<file path="src/rtl/spimbs_pkg.sv">
// ----------------------------------------------------------------------------
// spimbs_pkg
// Shared types and constants of the SPI master bit sequencer.
// ----------------------------------------------------------------------------
package spimbs_pkg;

    localparam int unsigned CHANNELS_DEF    = 4;
    localparam int unsigned QUEUE_DEPTH_DEF = 2;

    localparam int unsigned BITS_PER_BYTE = 8;
    localparam int unsigned HALF_BITS     = 2 * BITS_PER_BYTE;
    localparam int unsigned HALF_CNT_W    = $clog2(HALF_BITS);
    localparam int unsigned LINES         = 4;

    localparam int unsigned CFG_IDX_W = 2;
    localparam int unsigned CFG_VAL_W = 4;

    // configuration register indexes
    typedef enum logic [CFG_IDX_W-1:0] {
        REG_POLARITY     = 2'd0,
        REG_SELECT_MASK  = 2'd1,
        REG_COMMAND_MASK = 2'd2
    } cfg_reg_t;

    // request codes on the mode field
    typedef enum logic [2:0] {
        MODE_TICK  = 3'd0,
        MODE_OPEN  = 3'd1,
        MODE_CMD   = 3'd2,
        MODE_DATA  = 3'd3,
        MODE_READ  = 3'd4,
        MODE_CLOSE = 3'd5
    } mode_t;

    // classified operation, one-hot
    typedef enum logic [5:0] {
        OP_TICK  = 6'b000001,
        OP_OPEN  = 6'b000010,
        OP_CMD   = 6'b000100,
        OP_DATA  = 6'b001000,
        OP_READ  = 6'b010000,
        OP_CLOSE = 6'b100000
    } op_t;

    // byte in progress, one-hot
    typedef enum logic [3:0] {
        KIND_IDLE = 4'b0001,
        KIND_CMD  = 4'b0010,
        KIND_DATA = 4'b0100,
        KIND_READ = 4'b1000
    } kind_t;

    typedef struct packed {
        logic [2:0] mode;
        logic [1:0] channel;
        logic [7:0] byte_value;
        logic       data_in_level;
    } req_t;

    typedef struct packed {
        logic             serial_clock;
        logic             data_out;
        logic [LINES-1:0] select_lines_n;
        logic [LINES-1:0] command_lines_n;
        logic             accepted;
        logic             busy_res;
        logic [7:0]       read_byte;
        logic             read_valid;
    } rsp_t;

    typedef struct packed {
        logic [CFG_IDX_W-1:0] index;
        logic [CFG_VAL_W-1:0] value;
    } cfg_t;

    typedef struct packed {
        op_t        op;
        logic [1:0] channel;
        logic [7:0] byte_value;
        logic       data_in_level;
    } entry_t;

endpackage

</file>
<file path="src/rtl/spimbs_if.sv">
// ----------------------------------------------------------------------------
// spimbs_if
// Valid/ready channels of the SPI master bit sequencer.
// ----------------------------------------------------------------------------
interface spimbs_req_if;
    logic              valid;
    logic              ready;
    spimbs_pkg::req_t  data;
    modport source (output valid, output data, input ready);
    modport sink   (input valid, input data, output ready);
endinterface

interface spimbs_rsp_if;
    logic              valid;
    logic              ready;
    spimbs_pkg::rsp_t  data;
    modport source (output valid, output data, input ready);
    modport sink   (input valid, input data, output ready);
endinterface

interface spimbs_cfg_if;
    logic              valid;
    logic              ready;
    spimbs_pkg::cfg_t  data;
    modport source (output valid, output data, input ready);
    modport sink   (input valid, input data, output ready);
endinterface

interface spimbs_entry_if;
    logic                valid;
    logic                ready;
    spimbs_pkg::entry_t  data;
    modport source (output valid, output data, input ready);
    modport sink   (input valid, input data, output ready);
endinterface

</file>
<file path="src/rtl/spimbs_front.sv">
// ----------------------------------------------------------------------------
// spimbs_front
// Takes request words and classifies the mode into a one-hot operation.
// ----------------------------------------------------------------------------
module spimbs_front (
    spimbs_req_if.sink     req,
    spimbs_entry_if.source q
);
    import spimbs_pkg::*;

    op_t op;

    always_comb
    begin
        case (req.data.mode)
            MODE_OPEN:  op = OP_OPEN;
            MODE_CMD:   op = OP_CMD;
            MODE_DATA:  op = OP_DATA;
            MODE_READ:  op = OP_READ;
            MODE_CLOSE: op = OP_CLOSE;
            // unused codes act as a plain tick
            default:    op = OP_TICK;
        endcase
    end

    assign q.valid              = req.valid;
    assign req.ready            = q.ready;
    assign q.data.op            = op;
    assign q.data.channel       = req.data.channel;
    assign q.data.byte_value    = req.data.byte_value;
    assign q.data.data_in_level = req.data.data_in_level;

endmodule

</file>
<file path="src/rtl/spimbs_queue.sv">
// ----------------------------------------------------------------------------
// spimbs_queue
// Short FIFO of classified words between the front and the back.
// ----------------------------------------------------------------------------
module spimbs_queue #(
    parameter int unsigned DEPTH = spimbs_pkg::QUEUE_DEPTH_DEF
) (
    input  logic           clk,
    input  logic           rst_n,
    spimbs_entry_if.sink   push,
    spimbs_entry_if.source pop
);
    import spimbs_pkg::*;

    localparam int unsigned PTR_W = (DEPTH > 1) ? $clog2(DEPTH) : 1;
    localparam int unsigned CNT_W = $clog2(DEPTH + 1);

    entry_t             slot_reg [DEPTH];
    logic [PTR_W-1:0]   wr_ptr_reg, wr_ptr_next;
    logic [PTR_W-1:0]   rd_ptr_reg, rd_ptr_next;
    logic [CNT_W-1:0]   count_reg, count_next;
    logic               push_fire, pop_fire;

    function automatic logic [PTR_W-1:0] ptr_inc(input logic [PTR_W-1:0] p);
        logic [PTR_W-1:0] r;
        if (p == PTR_W'(DEPTH - 1))
            r = '0;
        else
            r = p + 1'b1;
        return r;
    endfunction

    assign push.ready = (count_reg != CNT_W'(DEPTH));
    assign pop.valid  = (count_reg != '0);
    assign pop.data   = slot_reg[rd_ptr_reg];
    assign push_fire  = push.valid && push.ready;
    assign pop_fire   = pop.valid && pop.ready;

    always_comb
    begin
        wr_ptr_next = push_fire ? ptr_inc(wr_ptr_reg) : wr_ptr_reg;
        rd_ptr_next = pop_fire ? ptr_inc(rd_ptr_reg) : rd_ptr_reg;
        count_next  = count_reg;
        if (push_fire && !pop_fire)
            count_next = count_reg + 1'b1;
        else if (pop_fire && !push_fire)
            count_next = count_reg - 1'b1;
    end

    always_ff @(posedge clk)
    begin
        if (push_fire)
            slot_reg[wr_ptr_reg] <= push.data;
    end

    always_ff @(posedge clk or negedge rst_n)
    begin
        if (!rst_n)
        begin
            wr_ptr_reg <= '0;
            rd_ptr_reg <= '0;
            count_reg  <= '0;
        end
        else
        begin
            wr_ptr_reg <= wr_ptr_next;
            rd_ptr_reg <= rd_ptr_next;
            count_reg  <= count_next;
        end
    end

endmodule

</file>
<file path="src/rtl/spimbs_back.sv">
// ----------------------------------------------------------------------------
// spimbs_back
// Executes one half-bit tick per word and registers the pin levels.
// ----------------------------------------------------------------------------
module spimbs_back #(
    parameter int unsigned CHANNELS = spimbs_pkg::CHANNELS_DEF
) (
    input  logic          clk,
    input  logic          rst_n,
    spimbs_cfg_if.sink    cfg,
    spimbs_entry_if.sink  q,
    spimbs_rsp_if.source  rsp
);
    import spimbs_pkg::*;

    // configuration
    logic             pol_reg;
    logic [LINES-1:0] sel_en_reg;
    logic [LINES-1:0] cmd_en_reg;

    // sequencer state
    kind_t                 kind_reg, kind_next;
    logic [7:0]            shift_reg, shift_next;
    logic [HALF_CNT_W-1:0] cnt_reg, cnt_next;
    logic [1:0]            chan_reg, chan_next;
    logic                  frame_reg, frame_next;
    logic                  sclk_reg, sclk_next;
    logic                  dout_reg, dout_next;
    logic                  cmd_phase_reg, cmd_phase_next;

    // output register
    logic                  out_valid_reg;
    rsp_t                  out_reg, out_next;

    logic                  pop;
    logic                  accepted;
    logic                  rvalid;
    logic [7:0]            rbyte;

    function automatic logic [LINES-1:0] line_mask(
        input logic [LINES-1:0] enable,
        input logic             on,
        input logic [1:0]       chan
    );
        logic [LINES-1:0] lines;
        lines = '1;
        if (on && ({1'b0, chan} < 3'(CHANNELS)) && enable[chan])
            lines[chan] = 1'b0;
        return lines;
    endfunction

    assign cfg.ready = 1'b1;
    assign pop       = q.valid && (!out_valid_reg || rsp.ready);
    assign q.ready   = !out_valid_reg || rsp.ready;
    assign rsp.valid = out_valid_reg;
    assign rsp.data  = out_reg;

    always_comb
    begin
        kind_next      = kind_reg;
        shift_next     = shift_reg;
        cnt_next       = cnt_reg;
        chan_next      = chan_reg;
        frame_next     = frame_reg;
        sclk_next      = sclk_reg;
        dout_next      = dout_reg;
        cmd_phase_next = cmd_phase_reg;
        accepted       = 1'b0;
        rvalid         = 1'b0;
        rbyte          = '0;

        // take a request only between bytes
        if (kind_reg == KIND_IDLE)
        begin
            case (q.data.op)
                OP_OPEN:
                begin
                    chan_next      = q.data.channel;
                    frame_next     = 1'b1;
                    cmd_phase_next = 1'b0;
                    sclk_next      = pol_reg;
                    accepted       = 1'b1;
                end
                OP_CMD:
                begin
                    shift_next     = q.data.byte_value;
                    kind_next      = KIND_CMD;
                    cnt_next       = '0;
                    cmd_phase_next = 1'b1;
                    accepted       = 1'b1;
                end
                OP_DATA:
                begin
                    shift_next     = q.data.byte_value;
                    kind_next      = KIND_DATA;
                    cnt_next       = '0;
                    cmd_phase_next = 1'b0;
                    accepted       = 1'b1;
                end
                OP_READ:
                begin
                    kind_next      = KIND_READ;
                    cnt_next       = '0;
                    cmd_phase_next = 1'b0;
                    accepted       = 1'b1;
                end
                OP_CLOSE:
                begin
                    frame_next     = 1'b0;
                    cmd_phase_next = 1'b0;
                    sclk_next      = pol_reg;
                    accepted       = 1'b1;
                end
                default:
                begin
                    cmd_phase_next = 1'b0;
                    sclk_next      = pol_reg;
                end
            endcase
        end

        // the accepting tick also runs the first half-bit
        if (kind_next != KIND_IDLE)
        begin
            if (!cnt_next[0])
            begin
                sclk_next = pol_reg;
                if (kind_next == KIND_READ)
                    shift_next = {shift_next[6:0], q.data.data_in_level};
                dout_next = shift_next[7];
            end
            else
            begin
                sclk_next = !pol_reg;
                if (kind_next != KIND_READ)
                    shift_next = {shift_next[6:0], 1'b0};
            end
            if (cnt_next == HALF_CNT_W'(HALF_BITS - 1))
            begin
                if (kind_next == KIND_READ)
                begin
                    rvalid = 1'b1;
                    rbyte  = shift_next;
                end
                kind_next = KIND_IDLE;
                cnt_next  = '0;
            end
            else
            begin
                cnt_next = cnt_next + 1'b1;
            end
        end

        out_next.serial_clock    = sclk_next;
        out_next.data_out        = dout_next;
        out_next.select_lines_n  = line_mask(sel_en_reg, frame_next, chan_next);
        out_next.command_lines_n = line_mask(cmd_en_reg, cmd_phase_next, chan_next);
        out_next.accepted        = accepted;
        out_next.busy_res        = (kind_next != KIND_IDLE);
        out_next.read_byte       = rbyte;
        out_next.read_valid      = rvalid;
    end

    always_ff @(posedge clk or negedge rst_n)
    begin
        if (!rst_n)
        begin
            pol_reg    <= 1'b0;
            sel_en_reg <= '0;
            cmd_en_reg <= '0;
        end
        else if (cfg.valid && cfg.ready)
        begin
            case (cfg.data.index)
                REG_POLARITY:     pol_reg    <= cfg.data.value[0];
                REG_SELECT_MASK:  sel_en_reg <= cfg.data.value[LINES-1:0];
                REG_COMMAND_MASK: cmd_en_reg <= cfg.data.value[LINES-1:0];
                default:          ;
            endcase
        end
    end

    always_ff @(posedge clk or negedge rst_n)
    begin
        if (!rst_n)
        begin
            kind_reg      <= KIND_IDLE;
            shift_reg     <= '0;
            cnt_reg       <= '0;
            chan_reg      <= '0;
            frame_reg     <= 1'b0;
            sclk_reg      <= 1'b0;
            dout_reg      <= 1'b0;
            cmd_phase_reg <= 1'b0;
            out_valid_reg <= 1'b0;
        end
        else
        begin
            if (pop)
            begin
                kind_reg      <= kind_next;
                shift_reg     <= shift_next;
                cnt_reg       <= cnt_next;
                chan_reg      <= chan_next;
                frame_reg     <= frame_next;
                sclk_reg      <= sclk_next;
                dout_reg      <= dout_next;
                cmd_phase_reg <= cmd_phase_next;
                out_valid_reg <= 1'b1;
            end
            else if (rsp.ready)
            begin
                out_valid_reg <= 1'b0;
            end
        end
    end

    // hold the result word until it is taken
    always_ff @(posedge clk)
    begin
        if (pop)
            out_reg <= out_next;
    end

endmodule

</file>
<file path="src/rtl/spi_master_bit_sequencer.sv">
// ----------------------------------------------------------------------------
// spi_master_bit_sequencer
// SPI master driven one half-bit tick per request word.
//
//   channel | dir | payload                                    | handshake
//   req     | in  | mode, channel, byte_value, data_in_level   | valid/ready
//   rsp     | out | pin levels, accepted, busy, read byte      | valid/ready
//   cfg     | in  | index, value (polarity, select/cmd masks)  | valid/ready
//
// One request word in and one result word out per cycle when neither side
// stalls; the tick state updates in the back stage.
// A word passes through the request queue and then the output register.
// Reset clears all control and config registers at once; no clearing pass, cfg.ready is always high.
// A stall on rsp fills the queue, then drops req.ready; words are never lost.
// ----------------------------------------------------------------------------
module spi_master_bit_sequencer #(
    parameter int unsigned CHANNELS    = spimbs_pkg::CHANNELS_DEF,
    parameter int unsigned QUEUE_DEPTH = spimbs_pkg::QUEUE_DEPTH_DEF
) (
    input  logic          clk,
    input  logic          rst_n,
    spimbs_req_if.sink    req,
    spimbs_rsp_if.source  rsp,
    spimbs_cfg_if.sink    cfg
);
    import spimbs_pkg::*;

    spimbs_entry_if q_push ();
    spimbs_entry_if q_pop ();

    spimbs_front u_front (
        .req (req),
        .q   (q_push)
    );

    spimbs_queue #(
        .DEPTH (QUEUE_DEPTH)
    ) u_queue (
        .clk   (clk),
        .rst_n (rst_n),
        .push  (q_push),
        .pop   (q_pop)
    );

    spimbs_back #(
        .CHANNELS (CHANNELS)
    ) u_back (
        .clk   (clk),
        .rst_n (rst_n),
        .cfg   (cfg),
        .q     (q_pop),
        .rsp   (rsp)
    );

    // an accepted word is waiting in the queue on the next cycle
    assert property (@(posedge clk) disable iff (!rst_n)
        req.valid && req.ready |=> q_pop.valid)
        else $error("accepted request word missing from queue");

    // a received byte completes the byte, so busy must be clear
    assert property (@(posedge clk) disable iff (!rst_n)
        rsp.valid && rsp.data.read_valid |-> !rsp.data.busy_res)
        else $error("read_valid while still busy");

    // read_byte stays zero unless a byte completes
    assert property (@(posedge clk) disable iff (!rst_n)
        rsp.valid && !rsp.data.read_valid |-> rsp.data.read_byte == '0)
        else $error("read_byte nonzero without read_valid");

    // a taken request only happens between bytes
    assert property (@(posedge clk) disable iff (!rst_n)
        rsp.valid && rsp.ready && rsp.data.busy_res ##1 rsp.valid
            |-> !rsp.data.accepted)
        else $error("request taken while a byte was in progress");

endmodule
</file>
<file path="src/flat_wrapper.sv">
// flat-port wrapper written by rule: the top's interface ports become plain ports
module spi_master_bit_sequencer_flat import spimbs_pkg::*;
#(
    parameter int unsigned CHANNELS    = spimbs_pkg::CHANNELS_DEF,
    parameter int unsigned QUEUE_DEPTH = spimbs_pkg::QUEUE_DEPTH_DEF
)
  (clk, rst_n, req_valid, req_data, req_ready, rsp_valid, rsp_data, rsp_ready, cfg_valid, cfg_data, cfg_ready);
  spimbs_req_if req_i ();
  spimbs_rsp_if rsp_i ();
  spimbs_cfg_if cfg_i ();
  input  logic clk;
  input  logic rst_n;
  input wire logic [$bits(req_i.valid)-1:0] req_valid;
  input wire logic [$bits(req_i.data)-1:0] req_data;
  output wire logic [$bits(req_i.ready)-1:0] req_ready;
  output wire logic [$bits(rsp_i.valid)-1:0] rsp_valid;
  output wire logic [$bits(rsp_i.data)-1:0] rsp_data;
  input wire logic [$bits(rsp_i.ready)-1:0] rsp_ready;
  input wire logic [$bits(cfg_i.valid)-1:0] cfg_valid;
  input wire logic [$bits(cfg_i.data)-1:0] cfg_data;
  output wire logic [$bits(cfg_i.ready)-1:0] cfg_ready;
  assign req_i.valid = req_valid;
  assign req_i.data = req_data;
  assign req_ready = req_i.ready;
  assign rsp_valid = rsp_i.valid;
  assign rsp_data = rsp_i.data;
  assign rsp_i.ready = rsp_ready;
  assign cfg_i.valid = cfg_valid;
  assign cfg_i.data = cfg_data;
  assign cfg_ready = cfg_i.ready;
  spi_master_bit_sequencer #(.CHANNELS(CHANNELS), .QUEUE_DEPTH(QUEUE_DEPTH)) u_core (.clk(clk), .rst_n(rst_n), .req(req_i), .rsp(rsp_i), .cfg(cfg_i));
endmodule
</file>
<file path="config.mk">
export PLATFORM = sky130hd
export DESIGN_NAME = spi_master_bit_sequencer_flat
export DESIGN_NICKNAME = d
export VERILOG_FILES = /design/src/rtl/spimbs_pkg.sv /design/src/rtl/spimbs_if.sv /design/src/rtl/spimbs_front.sv /design/src/rtl/spimbs_queue.sv /design/src/rtl/spimbs_back.sv /design/src/rtl/spi_master_bit_sequencer.sv /design/src/flat_wrapper.sv
export SDC_FILE = /design/constraint.sdc
export NUM_CORES = 1
export LEC_CHECK = 0
export ABC_AREA = 1
export BUFFER_PORTS_ARGS = -buffer_cell sky130_fd_sc_hd__buf_2
export CAP_MARGIN = 5
export CORE_MARGIN = 8
export CORE_UTILIZATION = 35
export DETAILED_ROUTE_END_ITERATION = 16
export PLACE_DENSITY_LB_ADDON = 0.12
export RECOVER_POWER = 100
export REMOVE_ABC_BUFFERS = 1
export SETUP_SLACK_MARGIN = 0.15
export SYNTH_ARGS = -nofsm -noshare
export SYNTH_HDL_FRONTEND = slang
export SYNTH_HIERARCHICAL = 1
export SYNTH_SLANG_ARGS = --single-unit
</file>
<file path="constraint.sdc">
create_clock -name clk -period 3.8 [get_ports clk]
set_clock_uncertainty 0.2 [all_clocks]
set_input_delay 0.38 -clock clk [delete_from_list [all_inputs] [get_ports clk]]
set_output_delay 0.38 -clock clk [all_outputs]
set_load 0.005 [all_outputs]
</file>
==> results.sh, run 1 <==
export IMPL_outcome="complete, but fails checks"
export IMPL_violations="max-capacitance violations, max-slew violations"
export IMPL_setup_violations=0
export IMPL_final_hold_violation_count=0
export IMPL_place_ws_ns=0.6093
export IMPL_ys_ff_latch=90
export IMPL_ant_nets=0
export IMPL_async_flop_share_pct=38.89
export IMPL_htreeDepth=3
export IMPL_ir_drop_mv=0.2841
export IMPL_wl_per_cell_um=13.19
export IMPL_grt_usage_pct=11.82
export IMPL_p_per_area_nw_per_um2=787.4
export IMPL_insertion_delay_ns=0.35
export IMPL_crit_required_ns=3.69
export IMPL_rsz0062_at_grt="no"
export IMPL_postSynthCellCount=497
export IMPL_cts_sinks=90
export IMPL_dp_hpwl_mm=6.893
export IMPL_period_needed_ns=3.302
export IMPL_yosysTopAreaCellShare_pct=36.20
export IMPL_yosys_warnings=6
export IMPL_maxSlewViolCount=36
export IMPL_synthTopCellsByCount="167 x nand2_1, 55 x edfxtp_1, 49 x nand3_1"
export IMPL_crit_fanout=18
export IMPL_drt_first_pass_iters=5
export IMPL_largest_reg_flops=34
export IMPL_drcViolationCount=0
export IMPL_portBuffers=47
export IMPL_start_util_pct=36.00
export IMPL_timing_fmax_ghz=0.3029
export IMPL_start_kind="register"
export IMPL_die_area_um2=16940
export IMPL_cts_resized=0
export IMPL_synth_area_leaders="edfxtp_1 36%, dfrtp_1 19%, nand2_1 14%, nand3_1 5.4%, o21ai_0 3.4%"
export IMPL_placementRows=41
export IMPL_grt_overflow=0
export IMPL_first_iter_violations=169
export IMPL_synth_seq_area_share_pct=55.43
export IMPL_setup_ws_ns=0.4985
export IMPL_nets=561
export IMPL_path_clk_slew_ns=0.06
export IMPL_cts_buffers=9
export IMPL_fp_dieH_um=130.2
export IMPL_p_leak_uw=0.002262
export IMPL_n_antenna_cell=0
export IMPL_path_class="register to register"
export IMPL_end_kind="register"
export IMPL_synth_edf_count=55
export IMPL_hp_class="input pin to register"
export IMPL_wl_mm=9.380
export IMPL_relSlewSlack_pct=-35.03
export IMPL_grt_max_degree=36
export IMPL_tns_ns=0
export IMPL_fillers=1304
export IMPL_area_growth_pct=10.37
export IMPL_synth_area_per_cell_um2=9.179
export IMPL_worst_slew_pin_slew_ns=2.025
export IMPL_pin_count=49
export IMPL_cp_arrival_ns=3.19
export IMPL_num_vias=3230
export IMPL_synth_ff_type="edfxtp_1"
export IMPL_fin_util_pct=39.74
export IMPL_clock_root_buffer="clkbuf_16"
export IMPL_core_area_um2=12670
export IMPL_die_x_um=130.2
export IMPL_drive_gt1_share_pct=14.84
export IMPL_cts_tree="done"
export IMPL_drv_cap=1
export IMPL_grt_first_pass_wirelength_mm=15.48
export IMPL_fin_crit_sh_pct=86.88
export IMPL_gp_congestion=0.7899
export IMPL_avgViaCountPerCell=4.543
export IMPL_synth_distinct_cells=39
export IMPL_grt_pass1_vias=3141
export IMPL_yosysTopAreaCell="edfxtp_1"
export IMPL_synth_area_um2=4562
export IMPL_yosysMostFrequentCell="nand2_1"
export IMPL_max_clock_path_buffers=2
export IMPL_antenna_found_initial=0
==> logic make-up after synthesis <==
family	after synthesis	share of synthesized area (%)
buffers and inverters	75	8.667
DFF	90	55.43
and+or+nand+nor	286	29.62
xor gates and xnor gates	4	0.9327
adders and majority gates	2	0.5485
AOI/OAI and AO/OA	39	4.718
other	1	0.08220
==> power breakdown <==
group          switching, uW  internal, uW
Sequential               137          1390
Clock                    368           439
Combinational           1140           492
Total                   1650          2320
==> final cells by class <==
| class | instances | area, um^2 | share of cell area, % |
|---|---|---|---|
| sequential | 90 | 2529 | 50.22 |
| multi-input combinational | 332 | 1602 | 31.81 |
| timing repair buffer | 52 | 234.0 | 4.647 |
| clock buffer | 10 | 229.0 | 4.548 |
| tap | 172 | 215.2 | 4.274 |
| inverter | 49 | 193.9 | 3.852 |
| clock inverter | 6 | 32.53 | 0.6461 |
==> worst paths after layout <==
check | start | cells after the start | slack (ns) | to
worst max-delay path | u_core/u_queue/rd_ptr_reg$_DFFE_PN0P_ | 14 | 0.50 | u_core/u_back/rsp.data[8]$_SDFFCE_PN0P_
worst min-delay path | req_data[9] | 1 | 0.02 | u_core/u_queue/slot_reg[0][9]$_DFFE_PP_
worst max register to register | u_core/u_queue/rd_ptr_reg$_DFFE_PN0P_ | 14 | 0.50 | u_core/u_back/rsp.data[8]$_SDFFCE_PN0P_
worst min register to register | u_core/u_back/shift_reg[7]$_DFFE_PN0P_ | 2 | 0.28 | u_core/u_back/shift_reg[7]$_DFFE_PN0P_
max in group asynchronous | rst_n | 2 | 1.28 | u_core/u_back/shift_reg[6]$_DFFE_PN0P_
min in group asynchronous | rst_n | 2 | 0.94 | u_core/u_back/cnt_reg[1]$_DFFE_PN0P_
==> per-layer routing <==
metal  vias up  track usage, %  share of wire, %
met4         0           4.986               2.0
met5         -               0                 0
met1      1476           16.11                50
met2        67           17.22                42
met3        15           3.264               5.8
li1       1672               -                 -
==> cell usage in the layout, fill, tap and decap left out, types with 2 or more instances in the layout <==
cell       instances
o21ai_0           33
nor2_2             5
nand3_4            2
nand4_1            5
nand2_2           11
clkbuf_16          9
dfrtp_1           34
a21oi_1            2
clkbuf_1          26
nor2_1            28
clkinv_1           2
nor3_1             2
nor2_4             5
nand2_1          170
buf_2             26
xnor2_1            2
ha_1               2
inv_1             42
clkinv_2           4
edfxtp_1          55
nand2_4            4
inv_2              4
nand3_1           51
==> worst max-delay path, stage by stage (launching register included) <==
cell	delay, ns
dfrtp_1	0.56
inv_8	0.12
nand2_1	0.08
nand2_1	0.10
nor2_1	0.22
nand3_1	0.19
nand3_1	0.15
nand2_2	0.13
nand2_1	0.30
inv_1	0.26
ha_1	0.28
nand4_1	0.17
nor2_2	0.08
inv_2	0.13
nor2_1	0.07
==> stage by stage <==
| stage | hold WS [ns] | cell area, um^2 | std cells | power, uW |
|---|---|---|---|---|
| finish | 0.02470 | 5035 | 711 | 3965 |
| global route | 0.01353 | 5035 | 711 | 4305 |
| CTS | 0.009401 | 5115 | 711 | 4065 |
| detailed placement | 0.2709 | 4843 | 694 | 3246 |
| global placement | 0.2615 | 4843 | 694 | 3233 |
| floorplan | -0.1156 | 4360 | 471 | 2759 |
==> what timing repair did <==
item	in CTS	in global routing
buffers inserted	0	0
endpoints found under the hold margin	34	0
endpoints found under the setup margin	0	0
hold buffers	1	0
Note: power is estimated with default switching activity, not from simulation.
==> inputs of run 2 (changes only) <==
--- a/config.mk
+++ b/config.mk
@@ -11,7 +11,6 @@
 export CORE_MARGIN = 8
 export CORE_UTILIZATION = 35
 export DETAILED_ROUTE_END_ITERATION = 16
-export PLACE_DENSITY_LB_ADDON = 0.12
 export RECOVER_POWER = 100
 export REMOVE_ABC_BUFFERS = 1
 export SETUP_SLACK_MARGIN = 0.15
==> constraint.sdc (replaced) <==
create_clock -name clk -period 3.2 [get_ports clk]
set_clock_uncertainty 0.2 [all_clocks]
set_input_delay 0.32 -clock clk [delete_from_list [all_inputs] [get_ports clk]]
set_output_delay 0.32 -clock clk [all_outputs]
set_load 0.005 [all_outputs]
==> results.sh, run 2 (synthesized netlist as in run 1, its figures left out) <==
export IMPL_outcome="complete, but fails checks"
export IMPL_violations="max-capacitance violations, max-slew violations"
export IMPL_cp_arrival_ns=2.64
export IMPL_period_needed_ns=2.793
export IMPL_min_from="cfg_data[1]"
export IMPL_fin_util_pct=41.29
export IMPL_crit_fanout=18
export IMPL_power_frac_seq_pct=36.8
export IMPL_antenna_found_initial=0
export IMPL_cts_buffers=9
export IMPL_maxSlewViolCount=36
export IMPL_p_sw_share_pct=39.88
export IMPL_met1_usage_pct=14.98
export IMPL_timing_fmax_ghz=0.3581
export IMPL_cts_tree="done"
export IMPL_instances_no_fill=727
export IMPL_p_comb_share_pct=40.5
export IMPL_htreeDepth=3
export IMPL_design_area_um2=5231
export IMPL_drive_gt1_share_pct=13.15
export IMPL_grt_max_degree=36
export IMPL_r2r_end="u_core/u_back/rsp.data[15]$_SDFFCE_PN1P_"
export IMPL_intPower_uw=2954
export IMPL_worst_slew_pin_slew_ns=1.946
export IMPL_hp_class="input pin to register"
export IMPL_insertion_delay_ns=0.33
export IMPL_dp_hpwl_mm=6.823
export IMPL_drv_cap=1
export IMPL_hold_path_depth=3
export IMPL_n_antenna_cell=0
export IMPL_path_class="register to register"
export IMPL_area_growth_pct=14.67
export IMPL_p_sw_uw=1959
export IMPL_grt_util_met2_pct=18.62
export IMPL_die_x_um=130.2
export IMPL_wl_per_cell_um=12.63
export IMPL_clock_root_buffer="clkbuf_16"
export IMPL_cts_sinks=90
export IMPL_placed_area_um2=4878
export IMPL_fp_dieH_um=130.2
export IMPL_drcViolationCount=0
export IMPL_grt_usage_pct=11.51
export IMPL_fillers=1278
export IMPL_placementRows=41
export IMPL_wl_mm=9.180
export IMPL_hold_slack_ns=0.06864
export IMPL_num_vias=3324
export IMPL_rr_startpoint="u_core/u_queue/rd_ptr_reg$_DFFE_PN0P_"
export IMPL_top_usage_layer="met2"
export IMPL_max_clock_path_buffers=2
export IMPL_tns_ns=0
export IMPL_relSlewSlack_pct=-29.73
export IMPL_p_per_area_nw_per_um2=939.2
export IMPL_min_to="u_core/u_back/cmd_en_reg[1]$_DFFE_PN0P_"
export IMPL_nets=577
export IMPL_clockPowerShare_pct=22.7
export IMPL_portBuffers=47
export IMPL_avgViaCountPerCell=4.572
export IMPL_grt_pass1_vias=3327
export IMPL_dp_cells=699
export IMPL_gp_congestion=0.7858
export IMPL_pin_count=49
export IMPL_final_hold_violation_count=0
export IMPL_rsz0062_at_grt="no"
export IMPL_end_kind="register"
export IMPL_drt_first_pass_iters=4
export IMPL_core_area_um2=12670
export IMPL_fin_crit_sh_pct=87.27
export IMPL_grt_overflow=0
export IMPL_first_iter_violations=190
export IMPL_crit_required_ns=3.05
export IMPL_start_kind="register"
export IMPL_path_clk_slew_ns=0.06
export IMPL_p_leak_uw=0.002317
export IMPL_setup_violations=0
export IMPL_final_cell_mix="170 x nand2_1, 55 x edfxtp_1, 49 x nand3_1"
export IMPL_grtUsageMet3_pct=2.774
export IMPL_largest_reg_flops=34
export IMPL_grt_first_pass_wirelength_mm=15.62
export IMPL_rrSetupSlack_ns=0.41
export IMPL_layout_cells_most_common="nand2_1"
export IMPL_ir_drop_mv=0.4807
export IMPL_start_util_pct=36.00
export IMPL_die_area_um2=16940
export IMPL_reg2reg_depth=13
export IMPL_ant_nets=0
==> run 2: worst max path at each step <==
stage | start | to | slack (ns) | depth (start not counted)
after global routing | u_core/u_queue/rd_ptr_reg$_DFFE_PN0P_ | u_core/u_back/rsp.data[6]$_SDFFCE_PN0P_ | 0.12 | 15
after CTS | u_core/u_queue/rd_ptr_reg$_DFFE_PN0P_ | u_core/u_back/rsp.data[6]$_SDFFCE_PN0P_ | 0.46 | 14
final | u_core/u_queue/rd_ptr_reg$_DFFE_PN0P_ | u_core/u_back/rsp.data[15]$_SDFFCE_PN1P_ | 0.41 | 13
after detailed placement | u_core/u_queue/rd_ptr_reg$_DFFE_PN0P_ | u_core/u_back/rsp.data[6]$_SDFFCE_PN0P_ | 0.48 | 14
after floorplan | u_core/u_queue/rd_ptr_reg$_DFFE_PN0P_ | u_core/u_back/rsp.data[2]$_SDFFCE_PN0P_ | 0.32 | 14
after global placement | u_core/u_queue/rd_ptr_reg$_DFFE_PN0P_ | u_core/u_back/rsp.data[1]$_SDFFCE_PN0P_ | 0.61 | 14
==> run 2: final cells by class <==
cell class	count	area (um^2)	share of cell area, %
sequential	90	2529	48.34
tap	172	215.2	4.114
clock inverter	7	92.59	1.770
inverter	49	193.9	3.707
clock buffer	9	225.2	4.305
timing repair buffer	68	360.3	6.888
multi-input combinational	332	1615	30.88
==> run 2: metal layers <==
metal / part of all wire, % / wire (um)
met2: 47 / 4335
met4: 0.85 / 78
met3: 4.2 / 389
met1: 48 / 4376
met5: 0 / 0
==> run 2: worst max-delay path, stage by stage (launching register included) <==
cell     delay [ns]
dfrtp_1        0.55
inv_8          0.12
nand2_1        0.09
nand2_1        0.12
nor2_4         0.18
nand4_2        0.12
nor2_1         0.35
nand2_1        0.12
o21ai_2        0.13
inv_1          0.08
nor2_2         0.15
nand2_1        0.07
nand4_1        0.14
nand3_1        0.10
==> run 2: timing repair <==
action	in CTS	in global routing
gates resized for setup	0	1
endpoints found under the setup margin	0	1
hold buffers	12	0
hold endpoints to repair	56	0
buffers inserted	0	0
==> run 2: stage by stage <==
stage	total power [uW]	setup slack [ns]
after detailed placement	3877	0.4762
after floorplan	3277	0.3227
final	4913	0.4074
after global routing	5314	0.1203
after CTS	5018	0.4566
after global placement	3814	0.6132
==> run 2: power groups by stage <==
stage,clock [uW],sequential [uW],combinational (uW)
6_report,1110,1810,1990
3_5_place_dp,0,1830,2050
5_1_grt,1190,1840,2280
2_1_floorplan,0,1820,1450
4_1_cts,1140,1810,2070
3_3_place_gp,0,1820,2000
==> inputs of run 3 (changes only) <==
--- a/config.mk
+++ b/config.mk
@@ -9,7 +9,7 @@
 export BUFFER_PORTS_ARGS = -buffer_cell sky130_fd_sc_hd__buf_2
 export CAP_MARGIN = 5
 export CORE_MARGIN = 8
-export CORE_UTILIZATION = 35
+export CORE_UTILIZATION = 45
 export DETAILED_ROUTE_END_ITERATION = 16
 export RECOVER_POWER = 100
 export REMOVE_ABC_BUFFERS = 1
==> results.sh, run 3 (synthesized netlist as in run 1, its figures left out) <==
export IMPL_gp_congestion=0.8224
export IMPL_n_antenna_cell=0
export IMPL_p_leak_uw=0.002294
export IMPL_cp_arrival_ns=2.73
export IMPL_layout_cells_most_common="nand2_1"
export IMPL_violations="max-capacitance violations, max-slew violations"
export IMPL_path_class="register to register"
export IMPL_drcViolationCount=0
export IMPL_max_stage_delay_ns=0.49
export IMPL_crit_required_ns=3.10
export IMPL_timing_fmax_ghz=0.3537
export IMPL_hp_class="input pin to register"
export IMPL_insertion_delay_ns=0.35
export IMPL_area_growth_pct=11.52
export IMPL_cts_tree="done"
export IMPL_pin_count=49
export IMPL_htreeDepth=3
export IMPL_grt_pass1_vias=3168
export IMPL_cts_sinks=90
export IMPL_drive_gt1_share_pct=16.01
export IMPL_worst_slew_pin_slew_ns=2.002
export IMPL_crit_fanout=15
export IMPL_cts_buffers=9
export IMPL_critPathCapture="u_core/u_back/rsp.data[8]$_SDFFCE_PN0P_"
export IMPL_grt_max_degree=36
export IMPL_drv_cap=1
export IMPL_antenna_found_initial=0
export IMPL_drt_first_pass_iters=4
export IMPL_wl_per_cell_um=12.76
export IMPL_r2r_end="u_core/u_back/rsp.data[8]$_SDFFCE_PN0P_"
export IMPL_outcome="complete, but fails checks"
export IMPL_wl_mm=8.795
export IMPL_path_clk_slew_ns=0.09
export IMPL_final_hold_violation_count=0
export IMPL_rr_startpoint="u_core/u_queue/rd_ptr_reg$_DFFE_PN0P_"
export IMPL_relSlewSlack_pct=-33.46
export IMPL_crit_start="u_core/u_queue/rd_ptr_reg$_DFFE_PN0P_"
export IMPL_num_vias=3270
export IMPL_first_iter_violations=159
export IMPL_end_kind="register"
export IMPL_final_cell_mix="172 x nand2_1, 55 x edfxtp_1, 49 x nand3_1"
export IMPL_fp_dieH_um=116.7
export IMPL_max_clock_path_buffers=2
export IMPL_period_needed_ns=2.827
export IMPL_fin_crit_sh_pct=88.35
export IMPL_die_x_um=116.7
export IMPL_tns_ns=0
export IMPL_core_area_um2=9819
export IMPL_fillers=957
export IMPL_fin_util_pct=51.81
export IMPL_cp_cell_sequence="buf_6, nand2_1, nand2_1, inv_1, nor2_1, nand3_1, nand3_2, nand2_2, nand2_1, nand3_4, nand2_1, nand3_1, nand2_1, nor2_1"
export IMPL_ant_nets=0
export IMPL_rsz0062_at_grt="no"
export IMPL_largest_reg_flops=34
export IMPL_dp_hpwl_mm=6.348
export IMPL_grt_overflow=0
export IMPL_setup_violations=0
export IMPL_p_per_area_nw_per_um2=902.2
export IMPL_avgViaCountPerCell=4.746
export IMPL_cpMaxStageDelayCell="dfrtp_1"
export IMPL_reg2reg_depth=14
export IMPL_start_kind="register"
export IMPL_grt_usage_pct=13.97
export IMPL_start_util_pct=46.46
export IMPL_grt_first_pass_wirelength_mm=15.01
export IMPL_rrSetupSlack_ns=0.37
export IMPL_nets=578
export IMPL_maxSlewViolCount=36
export IMPL_ir_drop_mv=0.2987
export IMPL_clock_root_buffer="clkbuf_8"
export IMPL_portBuffers=47
export IMPL_die_area_um2=13620
export IMPL_placementRows=36
export IMPL_cpMostUsedCell="nand2_1"
run 3: cell types whose count changed in the layout (fill, tap and decap cells not counted), sizes merged:
cell,before,now
inv,48,50
clkinv,5,3
buf,18,35
bufinv,2,1
clkinvlp,1,2
clkbuf,47,31
run 3: routing by layer:
layer / GRT usage (%) / wire length [um]
met5: 0 / 0
met4: 3.840 / 47
met3: 2.844 / 380
met2: 21.72 / 4012
met1: 19.33 / 4354
run 3: worst max-delay path: cells and delay by family (launching register included):
family / cells / cell delay (ns)
AND/OR/NAND/NOR: 12 / 1.59
flip-flops: 1 / 0.49
buffers and inverters: 2 / 0.29
run 3: worst min-delay path by stage:
stage,end,startpoint,cells past startpoint,slack [ns]
after floorplan,u_core/u_back/chan_reg[0]$_DFFE_PN0P_,rst_n,0,-0.18
after global placement,u_core/u_back/shift_reg[4]$_DFFE_PN0P_,u_core/u_back/shift_reg[4]$_DFFE_PN0P_,2,0.26
after detailed placement,u_core/u_back/shift_reg[3]$_DFFE_PN0P_,rst_n,1,0.27
after CTS,u_core/u_back/sel_en_reg[1]$_DFFE_PN0P_,cfg_data[1],3,0.01
after global routing,u_core/u_back/cmd_en_reg[2]$_DFFE_PN0P_,cfg_data[2],3,0.02
final,u_core/u_back/sel_en_reg[1]$_DFFE_PN0P_,cfg_data[1],3,0.03
run 3: stage by stage:
stage,hold slack [ns],std cells,power (uW),setup WS [ns],cell area (um^2)
6_report,0.02767,689,4590,0.3727,5087
5_1_grt,0.02155,689,5004,0.08195,5087
3_3_place_gp,0.2618,660,3846,0.4816,4830
4_1_cts,0.01453,688,4668,0.3211,5149
3_5_place_dp,0.2652,660,3881,0.3474,4830
2_1_floorplan,-0.1756,471,3277,0.3227,4360
run 3: layout make-up:
class                   count  area, um^2  area share [%]
clock buffers               9       123.9           2.435
clock inverters             7       75.07           1.476
inverters                  49       193.9           3.812
multi-input cells         332        1604           31.53
flip-flops and latches     90        2529           49.70
well taps                 133       166.4           3.271
repair buffers             69       395.4           7.772
run 3: report_power, final:
group	internal (uW)	leakage (uW)	switching [uW]	total (uW)
logic	651	0.00126	1370	2020
registers	1640	0.000943	149	1790
clock network	365	0.0000939	408	774
run 3: repair_timing:
action                                  4_1_cts  5_1_grt
endpoints found under the hold margin        56        0
setup buffers                                 0        1
gates resized for setup                       0        3
hold buffers                                 12        0
endpoints found under the setup margin        0       11
